## src/rtl/egd_pkg.sv

```systemverilog
// shared types and constants of the elevator group dispatcher
package egd_pkg;

  // input request kinds as they arrive on the mode field
  localparam logic [1:0] MODE_HEARTBEAT = 2'd0;
  localparam logic [1:0] MODE_STATUS    = 2'd1;
  localparam logic [1:0] MODE_HALL_CALL = 2'd2;
  localparam logic [1:0] MODE_TICK      = 2'd3;

  // motion and car mode codes
  localparam logic [1:0] MOTION_UP   = 2'd1;
  localparam logic [1:0] MOTION_DOWN = 2'd2;
  localparam logic [1:0] CAR_IDLE    = 2'd0;
  localparam logic [1:0] CAR_MOVING  = 2'd1;
  localparam logic [1:0] CAR_FAULT   = 2'd2;

  localparam logic [7:0]  AWAY_PENALTY    = 8'd2;
  localparam logic [7:0]  NO_CAR_COST     = 8'hFF;
  localparam logic [31:0] TIMEOUT_RST_VAL = 32'd1000;

  // classified command passed from front to back
  typedef enum logic [2:0] {
    CMD_HEARTBEAT,
    CMD_STATUS,
    CMD_HALL_UP,
    CMD_HALL_DOWN,
    CMD_TICK
  } cmd_kind_t;

  typedef struct packed {
    cmd_kind_t   kind;
    logic [3:0]  node;      // car index, id minus one
    logic [7:0]  floor;     // car floor, or clamped hall call floor
    logic [1:0]  motion;
    logic [1:0]  car_mode;
    logic [31:0] now_ms;
  } cmd_t;

  typedef struct packed {
    logic [3:0] assign_node;
    logic [4:0] assign_floor;
    logic [1:0] assign_direction;
  } res_t;

  typedef enum logic [2:0] {
    ST_IDLE,
    ST_EXPIRE,
    ST_FIND,
    ST_COST,
    ST_EMIT
  } back_st_t;

endpackage

```

## src/rtl/egd_fifo.sv

```systemverilog
// small first-in first-out queue of registers
module egd_fifo
  import egd_pkg::*;
#(
  parameter int WIDTH = 8,
  parameter int DEPTH = 4
) (
  input  logic             clk,
  input  logic             rst_n,
  input  logic             push,
  input  logic [WIDTH-1:0] wdata,
  output logic             full,
  input  logic             pop,
  output logic [WIDTH-1:0] rdata,
  output logic             empty
);

  localparam int PW = (DEPTH > 1) ? $clog2(DEPTH) : 1;
  localparam int CW = $clog2(DEPTH + 1);

  logic [WIDTH-1:0] mem [DEPTH];
  logic [PW-1:0]    wr_ptr_r, wr_ptr_nxt;
  logic [PW-1:0]    rd_ptr_r, rd_ptr_nxt;
  logic [CW-1:0]    count_r, count_nxt;
  logic             do_push, do_pop;

  assign full    = (count_r == CW'(DEPTH));
  assign empty   = (count_r == '0);
  assign do_push = push && !full;
  assign do_pop  = pop && !empty;
  assign rdata   = mem[rd_ptr_r];

  always_comb begin
    wr_ptr_nxt = wr_ptr_r;
    rd_ptr_nxt = rd_ptr_r;
    count_nxt  = count_r;
    if (do_push) begin
      wr_ptr_nxt = (wr_ptr_r == PW'(DEPTH - 1)) ? '0 : wr_ptr_r + PW'(1);
    end
    if (do_pop) begin
      rd_ptr_nxt = (rd_ptr_r == PW'(DEPTH - 1)) ? '0 : rd_ptr_r + PW'(1);
    end
    if (do_push && !do_pop) begin
      count_nxt = count_r + CW'(1);
    end else if (do_pop && !do_push) begin
      count_nxt = count_r - CW'(1);
    end
  end

  always_ff @(posedge clk) begin
    if (!rst_n) begin
      wr_ptr_r <= '0;
      rd_ptr_r <= '0;
      count_r  <= '0;
    end else begin
      wr_ptr_r <= wr_ptr_nxt;
      rd_ptr_r <= rd_ptr_nxt;
      count_r  <= count_nxt;
    end
  end

  always_ff @(posedge clk) begin
    if (do_push) begin
      mem[wr_ptr_r] <= wdata;
    end
  end

endmodule

```

## src/rtl/egd_front.sv

```systemverilog
// front end: decodes and filters incoming requests into commands
module egd_front
  import egd_pkg::*;
#(
  parameter int NODE_COUNT = 8,
  parameter int TOP_FLOOR  = 31
) (
  input  logic        in_push,
  input  logic [1:0]  in_mode,
  input  logic [3:0]  in_node_id,
  input  logic [7:0]  in_floor,
  input  logic [1:0]  in_direction,
  input  logic [1:0]  in_car_mode,
  input  logic [31:0] in_now_ms,
  output logic        cmd_push,
  output cmd_t        cmd
);

  logic id_ok;
  logic keep;

  assign id_ok = (in_node_id != 4'd0) && (in_node_id <= 4'(NODE_COUNT));

  always_comb begin
    cmd.node     = in_node_id - 4'd1;
    cmd.floor    = in_floor;
    cmd.motion   = in_direction;
    cmd.car_mode = in_car_mode;
    cmd.now_ms   = in_now_ms;
    keep         = 1'b1;
    case (in_mode)
      MODE_HEARTBEAT: begin
        cmd.kind = CMD_HEARTBEAT;
        keep     = id_ok;
      end
      MODE_STATUS: begin
        cmd.kind = CMD_STATUS;
        keep     = id_ok;
      end
      MODE_HALL_CALL: begin
        cmd.kind  = (in_direction == MOTION_DOWN) ? CMD_HALL_DOWN : CMD_HALL_UP;
        cmd.floor = (in_floor > 8'(TOP_FLOOR)) ? 8'(TOP_FLOOR) : in_floor;
      end
      default: begin
        cmd.kind = CMD_TICK;
      end
    endcase
  end

  // bad car ids on heartbeats and status reports are taken and dropped here
  assign cmd_push = in_push && keep;

endmodule

```

## src/rtl/egd_back.sv

```systemverilog
// back end: car table, pending call masks and the tick sequencer
module egd_back
  import egd_pkg::*;
#(
  parameter int NODE_COUNT = 8,
  parameter int TOP_FLOOR  = 31
) (
  input  logic        clk,
  input  logic        rst_n,
  input  cmd_t        cmd,
  input  logic        cmd_empty,
  output logic        cmd_pop,
  input  logic [31:0] timeout,
  input  logic        res_full,
  output logic        res_push,
  output res_t        res
);

  localparam int IDX_W   = (NODE_COUNT > 1) ? $clog2(NODE_COUNT) : 1;
  localparam int FLOOR_N = TOP_FLOOR + 1;
  localparam int FW      = $clog2(FLOOR_N);

  back_st_t state_r, state_nxt;

  logic [IDX_W-1:0]   idx_r;
  logic [31:0]        now_r;
  logic [FW-1:0]      call_floor_r;
  logic               call_down_r;
  logic [3:0]         best_id_r;
  logic [7:0]         min_cost_r;
  logic               online_r    [NODE_COUNT];
  logic [31:0]        last_seen_r [NODE_COUNT];
  logic [7:0]         floor_r     [NODE_COUNT];
  logic [1:0]         motion_r    [NODE_COUNT];
  logic [1:0]         cstate_r    [NODE_COUNT];
  logic [FLOOR_N-1:0] pend_up_r, pend_down_r;

  logic               idx_last;
  logic [FW-1:0]      cmd_fidx;
  logic [IDX_W-1:0]   cmd_idx;
  logic [31:0]        elapsed;
  logic               expire_hit;
  logic [FLOOR_N-1:0] pend_any;
  logic [FW-1:0]      low_floor;
  logic [7:0]         cf, fl8, span, cost;
  logic               away, candidate, take;
  logic               start_tick;

  assign idx_last = (idx_r == IDX_W'(NODE_COUNT - 1));
  assign cmd_fidx = cmd.floor[FW-1:0];
  assign cmd_idx  = cmd.node[IDX_W-1:0];

  // silence check on the car under the sweep index
  assign elapsed    = now_r - last_seen_r[idx_r];
  assign expire_hit = online_r[idx_r] && (elapsed > timeout);

  // lowest pending floor, up or down
  assign pend_any = pend_up_r | pend_down_r;
  always_comb begin
    low_floor = '0;
    for (int i = FLOOR_N - 1; i >= 0; i--) begin
      if (pend_any[i]) begin
        low_floor = FW'(i);
      end
    end
  end

  // cost of the car under the sweep index
  assign cf   = floor_r[idx_r];
  assign fl8  = 8'(call_floor_r);
  assign span = (cf > fl8) ? (cf - fl8) : (fl8 - cf);
  assign away = ((motion_r[idx_r] == MOTION_UP) && (cf > fl8)) ||
                ((motion_r[idx_r] == MOTION_DOWN) && (cf < fl8));
  assign cost = span + (((cstate_r[idx_r] == CAR_MOVING) && away) ? AWAY_PENALTY : 8'd0);
  assign candidate = online_r[idx_r] && (cstate_r[idx_r] != CAR_FAULT);
  assign take      = candidate && (cost < min_cost_r);

  // next state
  always_comb begin
    state_nxt = state_r;
    case (state_r)
      ST_IDLE: begin
        if (!cmd_empty && (cmd.kind == CMD_TICK) && !res_full) begin
          state_nxt = ST_EXPIRE;
        end
      end
      ST_EXPIRE: begin
        if (idx_last) begin
          state_nxt = ST_FIND;
        end
      end
      ST_FIND: begin
        state_nxt = (pend_any != '0) ? ST_COST : ST_IDLE;
      end
      ST_COST: begin
        if (idx_last) begin
          state_nxt = ST_EMIT;
        end
      end
      ST_EMIT: begin
        state_nxt = ST_IDLE;
      end
      default: begin
        state_nxt = ST_IDLE;
      end
    endcase
  end

  // outputs
  always_comb begin
    cmd_pop    = 1'b0;
    start_tick = 1'b0;
    res_push   = 1'b0;
    case (state_r)
      ST_IDLE: begin
        if (!cmd_empty) begin
          if (cmd.kind == CMD_TICK) begin
            start_tick = !res_full;
            cmd_pop    = !res_full;
          end else begin
            cmd_pop = 1'b1;
          end
        end
      end
      ST_EMIT: begin
        res_push = (best_id_r != 4'd0);
      end
      default: begin
        cmd_pop = 1'b0;
      end
    endcase
  end

  assign res.assign_node      = best_id_r;
  assign res.assign_floor     = 5'(call_floor_r);
  assign res.assign_direction = call_down_r ? MOTION_DOWN : MOTION_UP;

  always_ff @(posedge clk) begin
    if (!rst_n) begin
      state_r <= ST_IDLE;
    end else begin
      state_r <= state_nxt;
    end
  end

  // car table and call masks
  always_ff @(posedge clk) begin
    if (!rst_n) begin
      pend_up_r   <= '0;
      pend_down_r <= '0;
      for (int i = 0; i < NODE_COUNT; i++) begin
        online_r[i]    <= 1'b0;
        last_seen_r[i] <= '0;
        floor_r[i]     <= '0;
        motion_r[i]    <= '0;
        cstate_r[i]    <= CAR_IDLE;
      end
    end else begin
      if (cmd_pop && !start_tick) begin
        case (cmd.kind)
          CMD_HEARTBEAT: begin
            online_r[cmd_idx]    <= 1'b1;
            last_seen_r[cmd_idx] <= cmd.now_ms;
          end
          CMD_STATUS: begin
            online_r[cmd_idx]    <= 1'b1;
            last_seen_r[cmd_idx] <= cmd.now_ms;
            floor_r[cmd_idx]     <= cmd.floor;
            motion_r[cmd_idx]    <= cmd.motion;
            cstate_r[cmd_idx]    <= cmd.car_mode;
          end
          CMD_HALL_UP: begin
            pend_up_r[cmd_fidx] <= 1'b1;
          end
          CMD_HALL_DOWN: begin
            pend_down_r[cmd_fidx] <= 1'b1;
          end
          default: begin
            pend_up_r <= pend_up_r;
          end
        endcase
      end
      if ((state_r == ST_EXPIRE) && expire_hit) begin
        online_r[idx_r] <= 1'b0;
        cstate_r[idx_r] <= CAR_FAULT;
      end
      if (res_push) begin
        if (call_down_r) begin
          pend_down_r[call_floor_r] <= 1'b0;
        end else begin
          pend_up_r[call_floor_r] <= 1'b0;
        end
      end
    end
  end

  // sweep datapath
  always_ff @(posedge clk) begin
    if (!rst_n) begin
      idx_r <= '0;
    end else begin
      case (state_r)
        ST_IDLE: begin
          idx_r <= '0;
        end
        ST_EXPIRE, ST_COST: begin
          idx_r <= idx_last ? '0 : idx_r + IDX_W'(1);
        end
        default: begin
          idx_r <= '0;
        end
      endcase
    end
  end

  always_ff @(posedge clk) begin
    if (start_tick) begin
      now_r <= cmd.now_ms;
    end
    if (state_r == ST_FIND) begin
      call_floor_r <= low_floor;
      call_down_r  <= !pend_up_r[low_floor];
      best_id_r    <= 4'd0;
      min_cost_r   <= NO_CAR_COST;
    end
    if ((state_r == ST_COST) && take) begin
      best_id_r  <= 4'(idx_r) + 4'd1;
      min_cost_r <= cost;
    end
  end

endmodule

```

## src/rtl/elevator_group_dispatcher_top.sv

```systemverilog
// top level of the elevator group dispatcher
// a heartbeat, status or hall call request is registered in the command queue and, once the
//   back end is idle, is popped and applied to the car table or the call masks
// a tick checks silence one car per cycle, then takes the lowest pending call and, if there is
//   one, sweeps the cost one car per cycle and pushes the assignment when a car is found
// throughput: one request per cycle while in_full is low; the tick sequencer sets the rate
// reset: synchronous active-low rst_n clears queues, car table, call masks and the timeout to 1000
module elevator_group_dispatcher_top
  import egd_pkg::*;
#(
  parameter int NODE_COUNT = 8,
  parameter int TOP_FLOOR  = 31,
  parameter int CMD_DEPTH  = 4,
  parameter int RES_DEPTH  = 2
) (
  input  logic        clk,
  input  logic        rst_n,
  // request channel
  input  logic        in_push,
  output logic        in_full,
  input  logic [1:0]  in_mode,
  input  logic [3:0]  in_node_id,
  input  logic [7:0]  in_floor,
  input  logic [1:0]  in_direction,
  input  logic [1:0]  in_car_mode,
  input  logic [31:0] in_now_ms,
  // assignment channel
  output logic        out_empty,
  input  logic        out_pop,
  output logic [3:0]  out_assign_node,
  output logic [4:0]  out_assign_floor,
  output logic [1:0]  out_assign_direction,
  // heartbeat timeout register
  input  logic        cfg_we,
  input  logic [31:0] cfg_wdata
);

  localparam int CMD_W = $bits(cmd_t);
  localparam int RES_W = $bits(res_t);

  logic [31:0] timeout_r;

  // front to queue
  logic cmd_push;
  cmd_t front_cmd;

  // queue to back
  logic cmd_empty;
  logic cmd_pop;
  cmd_t back_cmd;

  // back to result queue
  logic res_push;
  logic res_full;
  res_t back_res;
  res_t out_res;

  // heartbeat timeout in milliseconds
  always_ff @(posedge clk) begin
    if (!rst_n) begin
      timeout_r <= TIMEOUT_RST_VAL;
    end else if (cfg_we) begin
      timeout_r <= cfg_wdata;
    end
  end

  // decode the request; bad car ids on heartbeats and status reports never reach the queue
  egd_front #(
    .NODE_COUNT (NODE_COUNT),
    .TOP_FLOOR  (TOP_FLOOR)
  ) u_front (
    .in_push      (in_push),
    .in_mode      (in_mode),
    .in_node_id   (in_node_id),
    .in_floor     (in_floor),
    .in_direction (in_direction),
    .in_car_mode  (in_car_mode),
    .in_now_ms    (in_now_ms),
    .cmd_push     (cmd_push),
    .cmd          (front_cmd)
  );

  // command queue decouples request arrival from tick sweeps
  egd_fifo #(
    .WIDTH (CMD_W),
    .DEPTH (CMD_DEPTH)
  ) u_cmd_q (
    .clk   (clk),
    .rst_n (rst_n),
    .push  (cmd_push),
    .wdata (front_cmd),
    .full  (in_full),
    .pop   (cmd_pop),
    .rdata (back_cmd),
    .empty (cmd_empty)
  );

  // car table, call masks and the tick sequencer
  egd_back #(
    .NODE_COUNT (NODE_COUNT),
    .TOP_FLOOR  (TOP_FLOOR)
  ) u_back (
    .clk       (clk),
    .rst_n     (rst_n),
    .cmd       (back_cmd),
    .cmd_empty (cmd_empty),
    .cmd_pop   (cmd_pop),
    .timeout   (timeout_r),
    .res_full  (res_full),
    .res_push  (res_push),
    .res       (back_res)
  );

  // assignment queue; a tick only starts once there is room here
  egd_fifo #(
    .WIDTH (RES_W),
    .DEPTH (RES_DEPTH)
  ) u_res_q (
    .clk   (clk),
    .rst_n (rst_n),
    .push  (res_push),
    .wdata (back_res),
    .full  (res_full),
    .pop   (out_pop),
    .rdata (out_res),
    .empty (out_empty)
  );

  assign out_assign_node      = out_res.assign_node;
  assign out_assign_floor     = out_res.assign_floor;
  assign out_assign_direction = out_res.assign_direction;

  // an assignment is never pushed into a full queue
  a_no_res_overflow: assert property (@(posedge clk) disable iff (!rst_n)
    res_push |-> !res_full)
    else $error("assignment pushed into full queue");

  // commands are only taken from a non-empty queue
  a_no_cmd_underflow: assert property (@(posedge clk) disable iff (!rst_n)
    cmd_pop |-> !cmd_empty)
    else $error("command popped from empty queue");

  // a waiting assignment names a real car
  a_node_range: assert property (@(posedge clk) disable iff (!rst_n)
    !out_empty |-> (out_assign_node != 4'd0) && (out_assign_node <= 4'(NODE_COUNT)))
    else $error("assignment names a car outside the group");

  // a waiting assignment is an up or a down call within the building
  a_call_valid: assert property (@(posedge clk) disable iff (!rst_n)
    !out_empty |-> ((out_assign_direction == MOTION_UP) ||
                    (out_assign_direction == MOTION_DOWN)) &&
                   (out_assign_floor <= 5'(TOP_FLOOR)))
    else $error("assignment carries a bad call");

endmodule

```

## config.mk

```make
export PLATFORM = sky130hd
export DESIGN_NAME = elevator_group_dispatcher_top
export DESIGN_NICKNAME = d
export VERILOG_FILES = /design/src/rtl/egd_pkg.sv /design/src/rtl/egd_fifo.sv /design/src/rtl/egd_front.sv /design/src/rtl/egd_back.sv /design/src/rtl/elevator_group_dispatcher_top.sv
export SDC_FILE = /design/constraint.sdc
export NUM_CORES = 1
export LEC_CHECK = 0
export BUFFER_PORTS_ARGS = -buffer_cell sky130_fd_sc_hd__buf_2
export CAP_MARGIN = 5
export CORE_MARGIN = 4
export CORE_UTILIZATION = 55
export DETAILED_ROUTE_END_ITERATION = 10
export PLACE_DENSITY = 0.82
export REMOVE_ABC_BUFFERS = 1
export SYNTH_ARGS = -nofsm -noshare
export SYNTH_HDL_FRONTEND = slang
export SYNTH_HIERARCHICAL = 1
export SYNTH_SLANG_ARGS = --single-unit
```

## constraint.sdc

```tcl
create_clock -name clk -period 13.1 [get_ports clk]
set_input_delay 2.62 -clock clk [delete_from_list [all_inputs] [get_ports clk]]
set_output_delay 2.62 -clock clk [all_outputs]
set_load 0.05 [all_outputs]
```

==> results of run 1 <==
[through the flow]
stage | power (mW) | hold WS, ns | instance area, um^2 | util | cells
6_report | 6.17 | 0.484 | 38500 | 0.611 | 3480
5_1_grt | 6.42 | 0.510 | 38500 | 0.611 | 3479
4_1_cts | 6.19 | 0.488 | 38500 | 0.611 | 3479
3_5_place_dp | 4.04 | 0.468 | 36000 | 0.572 | 3340
3_3_place_gp | 3.98 | 0.460 | 36000 | 0.572 | 3340
2_1_floorplan | 3.64 | 0.440 | 34000 | - | 2360
[placed cells by master (no fill, tap or decap), types with 6 or more instances in the layout]
master        n
nand3_1      32
nor3b_1       7
nand4_1      10
a21oi_1     117
mux4_1        8
ha_1         92
clkinvlp_4    7
mux2i_1      94
xor2_1       16
o211ai_1      9
nand2b_1     24
clkbuf_1     11
and3_1      104
buf_4        36
nor2b_1      44
inv_1        73
mux2_2       15
edfxtp_1    624
and2_1      264
nor2_1      144
nand2_1      76
o21bai_1     14
bufinv_16     7
buf_2        98
nor3_1       22
clkinv_2     12
or3_1         7
o21a_1       10
a211oi_1     10
nor4_1       17
a21o_1       22
dfxtp_1     119
clkinv_1     14
a31oi_1      11
mux4_2      132
o21ai_0      91
o31ai_1       6
clkbuf_16    77
xnor2_1      25
[area by class of cell]
cell class	count	area, um^2
fillers	4519	24500
flip-flops and latches	748	21200
multi-input cells	1535	12700
clock buffers	92	2020
well taps	846	1060
repair buffers	134	761
clock inverters	47	457
inverters	77	289
diodes	1	2.50
[where the power goes]
part,switching (mW),internal (mW)
combinational,0.748,0.438
sequential,0.0714,2.75
clock,0.909,1.25
total,1.73,4.44
[worst max-delay path by stage]
stage,start,to,slack [ns],cells past startpoint
floorplan,u_back/idx_r[0],u_back/last_seen_r[2][0],2.56,21
global placement,u_back/idx_r[1],u_back/last_seen_r[2][13],5.52,26
detailed placement,u_back/idx_r[1],u_back/last_seen_r[2][12],5.48,26
CTS,u_back/idx_r[1],u_back/last_seen_r[2][12],5.44,26
global route,u_back/idx_r[1],u_back/last_seen_r[2][22],4.88,24
finish,u_back/idx_r[1],u_back/last_seen_r[2][20],5.35,24
[registers in the layout, indices dropped and copies added (netlist names), 3 cells and up, named ones only]
signal	cells
u_back/last_seen_r	256
u_cmd_q/mem	200
u_back/floor_r	64
timeout_r	32
u_back/now_r	32
u_back/pend_down_r	32
u_back/pend_up_r	32
u_res_q/mem	22
u_back/cstate_r	16
u_back/motion_r	16
u_back/min_cost_r	8
u_back/online_r	8
u_back/call_floor_r	5
u_back/best_id_r	4
u_back/idx_r	3
u_back/state_r	3
u_cmd_q/count_r	3
[worst max-delay path: cells and delay by family, from the launching register on]
| family | cells | cell delay [ns] |
|---|---|---|
| AOI/OAI and AO/OA | 9 | 2.51 |
| muxes | 2 | 0.56 |
| xor gates and xnor gates | 1 | 0.10 |
| DFF | 1 | 0.82 |
| adders and majority gates | 2 | 0.64 |
| and+or+nand+nor | 7 | 1.05 |
| buffers and inverters | 3 | 1.59 |
[layer usage]
layer  track usage  vias up
li1              -     9562
met1         0.339    10700
met2         0.380     1082
met3        0.0591      173
met4        0.0827        2
met5             0        -
==> impl_metrics.csv, run 1 <==
group,metric,value,unit
sta,fin_tns_setup,0,ns
clocking,cts.root.buffer_cell,"clkbuf_16",
detailed_routing,drc_errors,0,
clocking,ctsResizeCount,0,
place,hpwl,51.2,mm
hold_path,min_path_cells,2,
detailed_routing,wl_met3,8.61,mm
worst_setup_path,reg2reg_from,"u_back/idx_r[1]",
sta,setup_slack,5.35,ns
sta,fin_skew,0.0273,ns
die,core_area,0.0630,mm^2
die,dieHeight,260,um
detailed_routing,top_layer_used,"met5",
clocking,path_clk_slew,0.06,ns
die,io_pins,100,
die,die_w,260,um
worst_setup_path,rr_worst_depth,24,
job,maxCapViolations,0,
detailed_routing,ant_nets,0,
global_routing,grt-ovfl-total,0,
yosys,syn_avg_cell_area,13.9,um^2
clocking,clock_sinks,748,
clocking,cts_max_level,3,
die,fp-row-count,92,
cells_and_area,drive_gt1_frac,0.169,
detailed_routing,firstDrtPassIters,6,
detailed_routing,dr_wl_met2,38.3,mm
global_routing,antenna_found_initial,1,
place,place_ws,5.48,ns
pwr,irDropWorstVdd,109,uV
yosys,yosys_warnings,6,
sta,hold_viol,0,
worst_setup_path,crit_top_cell,"buf_4",
worst_setup_path,path_class,"reg2reg",
die,initial_core_util,0.555,
sta,setup_viol,0,
global_routing,grt_pass1_wl,127,mm
yosys,postSynthCellCount,2515,
hold_path,hold_end,"timeout_r[9]",
clocking,cts_hold_buf,0,
hold_path,hp-start,"timeout_r[9]",
detailed_routing,drtIter0Drc,2343,
worst_setup_path,crit_arrival,8.02,ns
worst_setup_path,critical_path_required,13.37,ns
global_routing,grt.total_usage,0.243,
detailed_routing,via_per_inst,6.17,
sta,min_period_over_period,0.591,
detailed_routing,finalWirelength,82.0,mm
sta,drv_slew,0,
cells_and_area,syn2layout_area_growth,10.1,%
worst_setup_path,rr_endpoint,"u_back/last_seen_r[2][20]",
clocking,cts_tree,"built",
die,dieArea,0.0676,mm^2
worst_setup_path,worst_setup_path_start_kind,"flop",
yosys,syn_area,0.0349,mm^2
sta,period_minus_slack,7.75,ns
place,gp_congestion,0.892,
clocking,cts_buffers,76,
global_routing,grt_pass1_vias,21700,
worst_setup_path,cp_max_fo,51,
hold_path,min_path_type,"reg2reg",
clocking,postCtsSetupRepairBufs,0,
sta,rsz0062_at_grt,"false",
detailed_routing,vias,21500,
sta,max-slew-margin-rel,0.203,
clocking,clockBufferDepth,3,
worst_setup_path,critPathCaptureType,"flop",
sta,max_freq,129,MHz
detailed_routing,wirelength_met1,32.7,mm
pwr,p_leak,14.2,nW
clocking,insertion_delay,0.63,ns
detailed_routing,routedWlPerCell,23.6,um
worst_setup_path,crit_chain,"buf_4 > mux4_2 > mux2i_1 > ha_1 > a21o_1 > a2111oi_2 > nand4_1 > o21ai_1 > nand3_1 > a311o_1 > a221o_1 > a21oi_1 > xnor2_1 > ha_1 > nand4_1 > nor2_1 > and3_1 > nand2_1 > o21bai_1 > a41o_1 > a21oi_2 > buf_4 > nand2b_1 > buf_4",
place,portBuffers,99,
status,status,"finished clean",
worst_setup_path,reg2reg_setup_slack,5.35,ns
worst_setup_path,slowest_stage,"dfxtp_4",
worst_setup_path,max_stage_delay,0.82,ns
sta,worst_pin_slew,1.19,ns
pwr,power_per_cell_area,160,mW/mm^2
global_routing,grt_max_degree,94,
cells_and_area,nNetsFinal,2755,
Power figures use the tool's default switching activity.
==> run 2, diff against run 1 <==
==> constraint.sdc (replaced) <==
create_clock -name clk -period 7.55 [get_ports clk]
set_input_delay 1.51 -clock clk [delete_from_list [all_inputs] [get_ports clk]]
set_output_delay 1.51 -clock clk [all_outputs]
set_load 0.05 [all_outputs]
==> impl_metrics.csv, run 2 (synthesis gave the netlist of run 1 again) <==
group,metric,value,unit
status,status,"finished clean",
place,portBuffers,99,
cells_and_area,largest_reg_flops,256,
sta,drv_slew,0,
clocking,path_clk_slew,0.06,ns
pwr,irDropWorstVdd,196,uV
cells_and_area,syn2layout_area_growth,9.89,%
clocking,cts_tree,"built",
sta,worst_pin_slew,1.05,ns
cells_and_area,finalNonFillerCells,3481,
cells_and_area,top_register,"u_back/last_seen_r",
global_routing,grt.total_usage,0.244,
clocking,insertion_delay,0.62,ns
worst_setup_path,critPathCaptureType,"flop",
cells_and_area,layout_common_cells,"624 x edfxtp_1, 264 x and2_1, 144 x nor2_1, 132 x mux4_2, 119 x dfxtp_1",
die,initial_core_util,0.555,
die,dieHeight,260,um
sta,max_freq,147,MHz
pwr,p_leak,14.1,nW
detailed_routing,ant_nets,0,
die,dieArea,0.0676,mm^2
detailed_routing,drc_errors,0,
sta,rsz0062_at_grt,"false",
sta,fin_skew,0.0239,ns
clocking,clockBufferDepth,3,
clocking,cts_buffers,76,
global_routing,grt-ovfl-total,0,
hold_path,hp-start,"timeout_r[8]",
cells_and_area,layout_commonest_cell,"edfxtp_1",
die,die_w,260,um
sta,max-slew-margin-rel,0.295,
job,maxCapViolations,0,
global_routing,grt_pass1_vias,21500,
clocking,cts.root.buffer_cell,"clkbuf_16",
sta,hold_viol,0,
detailed_routing,via_per_inst,6.21,
clocking,cts_hold_buf,0,
sta,setup_viol,0,
detailed_routing,finalWirelength,83.1,mm
detailed_routing,vias,21600,
die,fp-row-count,92,
clocking,postCtsSetupRepairBufs,0,
place,dp.cells,3347,
clocking,cts_max_level,3,
die,io_pins,100,
cells_and_area,reg_top3,"u_back/last_seen_r x256, u_cmd_q/mem x200, u_back/floor_r x64",
sta,min_period_over_period,0.902,
cells_and_area,drive_gt1_frac,0.167,
place,placed_area,0.0361,mm^2
cells_and_area,fin_area,0.0384,mm^2
worst_setup_path,worst_setup_path_start_kind,"flop",
worst_setup_path,crit_arrival,7.06,ns
pwr,power_per_cell_area,275,mW/mm^2
die,core_area,0.0630,mm^2
cells_and_area,seqCellArea,0.0212,mm^2
global_routing,antenna_found_initial,0,
detailed_routing,firstDrtPassIters,8,
global_routing,grt_max_degree,95,
clocking,ctsResizeCount,0,
sta,period_minus_slack,6.81,ns
worst_setup_path,reg2reg_from,"u_back/idx_r[0]",
worst_setup_path,path_class,"reg2reg",
global_routing,grt_pass1_wl,127,mm
place,gp_congestion,0.930,
worst_setup_path,cp_max_fo,32,
worst_setup_path,critical_path.startpoint,"u_back/idx_r[0]",
hold_path,min_path_type,"reg2reg",
place,hpwl,52.6,mm
cells_and_area,nNetsFinal,2762,
cells_and_area,multi_input_area,0.0127,mm^2
detailed_routing,routedWlPerCell,23.9,um
detailed_routing,drtIter0Drc,2356,
cells_and_area,fill_cells,4540,
clocking,clock_sinks,748,
worst_setup_path,critical_path_required,7.79,ns
## run 2: changes by cell type in the layout (fill, tap and decap cells not counted), sizes merged
cell / change
buf: +7
clkinv: -6
bufinv: -5
clkbuf: +5
clkinvlp: -1
diode: +1
## run 2: layout make-up
cell class                      count  area share
Clock inverter                     35     0.00681
Sequential cell                   748       0.553
Clock buffer                       97      0.0540
Multi-Input combinational cell   1535       0.329
Antenna cell                        2    0.000130
Inverter                           77     0.00753
Tap cell                          846      0.0276
Timing Repair Buffer              141      0.0215
## run 2: worst max-delay path, cell delays in order, from the launching register on
cell and delay [ns]:
dfxtp_4 0.68, buf_4 0.44, mux4_2 0.57, mux2i_1 0.31, ha_1 0.35, nor3_1 0.10
o211ai_1 0.13, o2111ai_1 0.30, o211ai_1 0.38, a31oi_1 0.12, o21ai_0 0.27, o221a_2 0.28
nor4_1 0.05, a311o_1 0.32, ha_1 0.28, nand4_1 0.11, nor2_1 0.14, and3_1 0.18
nand2_1 0.07, o21bai_1 0.19, a41o_1 0.35, a21oi_2 0.17, nand2b_1 0.13, buf_4 0.47
## run 2: layer usage
layer  vias up  routed length [um]  share of wire  GRT usage
met4         0                2090          0.025     0.0678
met5         -                   0              0          0
li1       9560                   -              -          -
met1     10700               33500           0.40      0.339
met2      1128               39600           0.48      0.396
met3       188                7930          0.095     0.0495
## run 2: through the flow
step / total power [mW] / utilization / hold WS [ns] / setup TNS [ns] / setup WS, ns
after detailed placement: 7.02 / 0.573 / 0.468 / 0 / 0.880
final: 10.5 / 0.610 / 0.477 / 0 / 0.737
after global routing: 11.0 / 0.610 / 0.497 / 0 / 0.240
after floorplan: 6.31 / - / 0.440 / -323.54 / -2.99
after CTS: 10.6 / 0.610 / 0.484 / 0 / 0.812
after global placement: 6.93 / 0.573 / 0.461 / 0 / 0.895
## run 2: path summary, 6_finish.rpt
path | to | slack [ns] | depth (start not counted)
max | u_back/last_seen_r[2][21] | 0.74 | 23
min | timeout_r[8] | 0.48 | 2
max reg2reg | u_back/last_seen_r[2][21] | 0.74 | 23
min reg2reg | timeout_r[8] | 0.48 | 2
## run 2: power breakdown
group / switching [mW] / internal, mW
clock network: 1.55 / 2.02
logic: 1.32 / 0.764
registers: 0.116 / 4.78
==> run 3, diff against run 2 <==
--- a/config.mk
+++ b/config.mk
@@ -8,9 +8,9 @@
 export BUFFER_PORTS_ARGS = -buffer_cell sky130_fd_sc_hd__buf_2
 export CAP_MARGIN = 5
 export CORE_MARGIN = 4
-export CORE_UTILIZATION = 55
+export CORE_UTILIZATION = 60
 export DETAILED_ROUTE_END_ITERATION = 10
-export PLACE_DENSITY = 0.82
+export PLACE_DENSITY = 0.87
 export REMOVE_ABC_BUFFERS = 1
 export SYNTH_ARGS = -nofsm -noshare
 export SYNTH_HDL_FRONTEND = slang
==> impl_metrics.csv, run 3 (synthesis gave the netlist of run 1 again) <==
group,metric,value,unit
worst_setup_path,cp_max_fo,64,
sta,hold_viol,0,
worst_setup_path,cp_top_family,"compound AO/OA/AOI/OAI gates",
pwr,pwr-share-clk,0.345,
detailed_routing,routedWlPerCell,25.2,um
sta,max-slew-margin-rel,0.264,
die,io_pins,100,
worst_setup_path,critical_path_required,7.87,ns
sta,period_minus_slack,6.62,ns
clocking,cts.root.buffer_cell,"clkbuf_16",
cells_and_area,syn2layout_area_growth,9.96,%
pwr,p_leak,14.2,nW
sta,worst_pin_slew,1.10,ns
job,maxCapViolations,0,
worst_setup_path,crit_arrival,6.94,ns
clocking,cts_max_level,3,
sta,min_period_over_period,0.877,
die,fp-row-count,88,
die,dieArea,0.0622,mm^2
cells_and_area,post-route-util,0.666,
global_routing,grt-ovfl-total,0,
global_routing,grt_pass1_wl,132,mm
pwr,p_sw,3.03,mW
detailed_routing,drc_errors,0,
clocking,ctsResizeCount,0,
die,die_w,249,um
clocking,cts_buffers,76,
worst_setup_path,critPathCaptureType,"flop",
clocking,clock_sinks,748,
worst_setup_path,path_class,"reg2reg",
hold_path,hp-start,"timeout_r[3]",
worst_setup_path,critical_path.startpoint,"u_back/idx_r[1]",
place,portBuffers,99,
place,gp_congestion,0.939,
sta,fin_skew,0.0224,ns
detailed_routing,vias,21900,
status,status,"finished clean",
pwr,power,10.7,mW
detailed_routing,ant_nets,0,
die,initial_core_util,0.606,
pwr,p_comb_frac,0.195,
clocking,path_clk_slew,0.06,ns
cells_and_area,largest_reg_flops,256,
pwr,power_per_cell_area,278,mW/mm^2
detailed_routing,drtIter0Drc,2588,
cells_and_area,reg_top3,"u_back/last_seen_r x256, u_cmd_q/mem x200, u_back/floor_r x64",
clocking,cts_hold_buf,0,
detailed_routing,firstDrtPassIters,8,
detailed_routing,finalWirelength,85.9,mm
clocking,cts_tree,"built",
global_routing,grt.total_usage,0.274,
global_routing,antenna_found_initial,1,
clocking,clockBufferDepth,3,
die,dieHeight,249,um
cells_and_area,nNetsFinal,2761,
worst_setup_path,reg2reg_from,"u_back/idx_r[1]",
clocking,insertion_delay,0.64,ns
worst_setup_path,worst_setup_path_start_kind,"flop",
cells_and_area,top_register,"u_back/last_seen_r",
pwr,irDropWorstVdd,189,uV
detailed_routing,via_per_inst,6.44,
worst_setup_path,max_stage_delay,1.00,ns
worst_setup_path,slowest_stage,"dfxtp_4",
sta,drv_slew,0,
pwr,power.internal,7.64,mW
pwr,p_sw_frac,0.284,
worst_setup_path,path_buf_inv,1,
global_routing,grt_pass1_vias,22100,
place,hpwl,53.5,mm
worst_setup_path,crit_chain,"mux4_2 > mux2i_1 > ha_1 > a21o_1 > a2111oi_2 > nand4_1 > o21ai_1 > nand3_1 > a311o_1 > a221o_1 > a21oi_1 > xnor2_1 > ha_1 > nand4_1 > nor2_1 > and3_1 > nand2_1 > o21bai_1 > a41o_1 > a21oi_2 > nand2b_1 > buf_4",
die,core_area,0.0577,mm^2
cells_and_area,layout_commonest_cell,"edfxtp_1",
sta,setup_viol,0,
sta,max_freq,151,MHz
hold_path,min_path_type,"reg2reg",
clocking,postCtsSetupRepairBufs,0,
pwr,p_seq_frac,0.460,
sta,rsz0062_at_grt,"false",
cells_and_area,layout_common_cells,"624 x edfxtp_1, 264 x and2_1, 144 x nor2_1, 132 x mux4_2, 119 x dfxtp_1",
cells_and_area,drive_gt1_frac,0.171,
global_routing,grt_max_degree,80,
run 3: routing by layer:
| layer | GRT usage | vias up | routed length [um] |
|---|---|---|---|
| met2 | 0.438 | 1382 | 40800 |
| met3 | 0.0684 | 222 | 10100 |
| li1 | - | 9555 | - |
| met4 | 0.0824 | 0 | 2410 |
| met5 | 0 | - | 0 |
| met1 | 0.377 | 10800 | 32600 |
run 3: layout make-up:
class | instances | area (um^2)
fill | 3788 | 19300
antenna | 2 | 5.00
timing repair buffer | 140 | 818
clock inverter | 29 | 287
clock buffer | 110 | 2180
sequential | 748 | 21200
inverter | 77 | 289
multi-input combinational | 1535 | 12700
tap | 765 | 957
run 3: worst register-to-register path: stages, from the launching register on:
cell       delay [ns]
dfxtp_4          1.00
mux4_2           0.46
mux2i_1          0.16
ha_1             0.33
a21o_1           0.24
a2111oi_2        0.46
nand4_1          0.21
o21ai_1          0.22
nand3_1          0.13
a311o_1          0.33
a221o_1          0.31
a21oi_1          0.19
xnor2_1          0.09
ha_1             0.32
nand4_1          0.12
nor2_1           0.14
and3_1           0.19
nand2_1          0.08
o21bai_1         0.20
a41o_1           0.39
a21oi_2          0.25
nand2b_1         0.19
buf_4            0.30
run 3: path summary, 6_finish.rpt:
kind,end,slack (ns),cells past startpoint
setup / recovery,u_back/last_seen_r[2][10],0.93,22
hold / removal,timeout_r[3],0.48,2
setup reg to reg,u_back/last_seen_r[2][10],0.93,22
hold reg to reg,timeout_r[3],0.48,2
run 3: power by group through the flow:
| stage | Clock [mW] | Combinational (mW) | Sequential [mW] |
|---|---|---|---|
| global route | 3.94 | 2.25 | 4.92 |
| floorplan | 0 | 1.32 | 4.99 |
| finish | 3.69 | 2.08 | 4.90 |
| detailed placement | 0 | 2.03 | 4.98 |
| global placement | 0 | 1.97 | 4.96 |
| CTS | 3.74 | 2.05 | 4.90 |
run 3: metrics by stage:
step	cell area [um^2]	setup WS, ns	instances	hold WS, ns	setup TNS [ns]
after floorplan	34000	-2.99	2360	0.440	-323.54
after global placement	35900	1.19	3264	0.463	0
after detailed placement	35900	1.08	3264	0.466	0
after CTS	38400	1.02	3403	0.481	0
after global routing	38400	0.591	3404	0.514	0
final	38400	0.927	3406	0.481	0
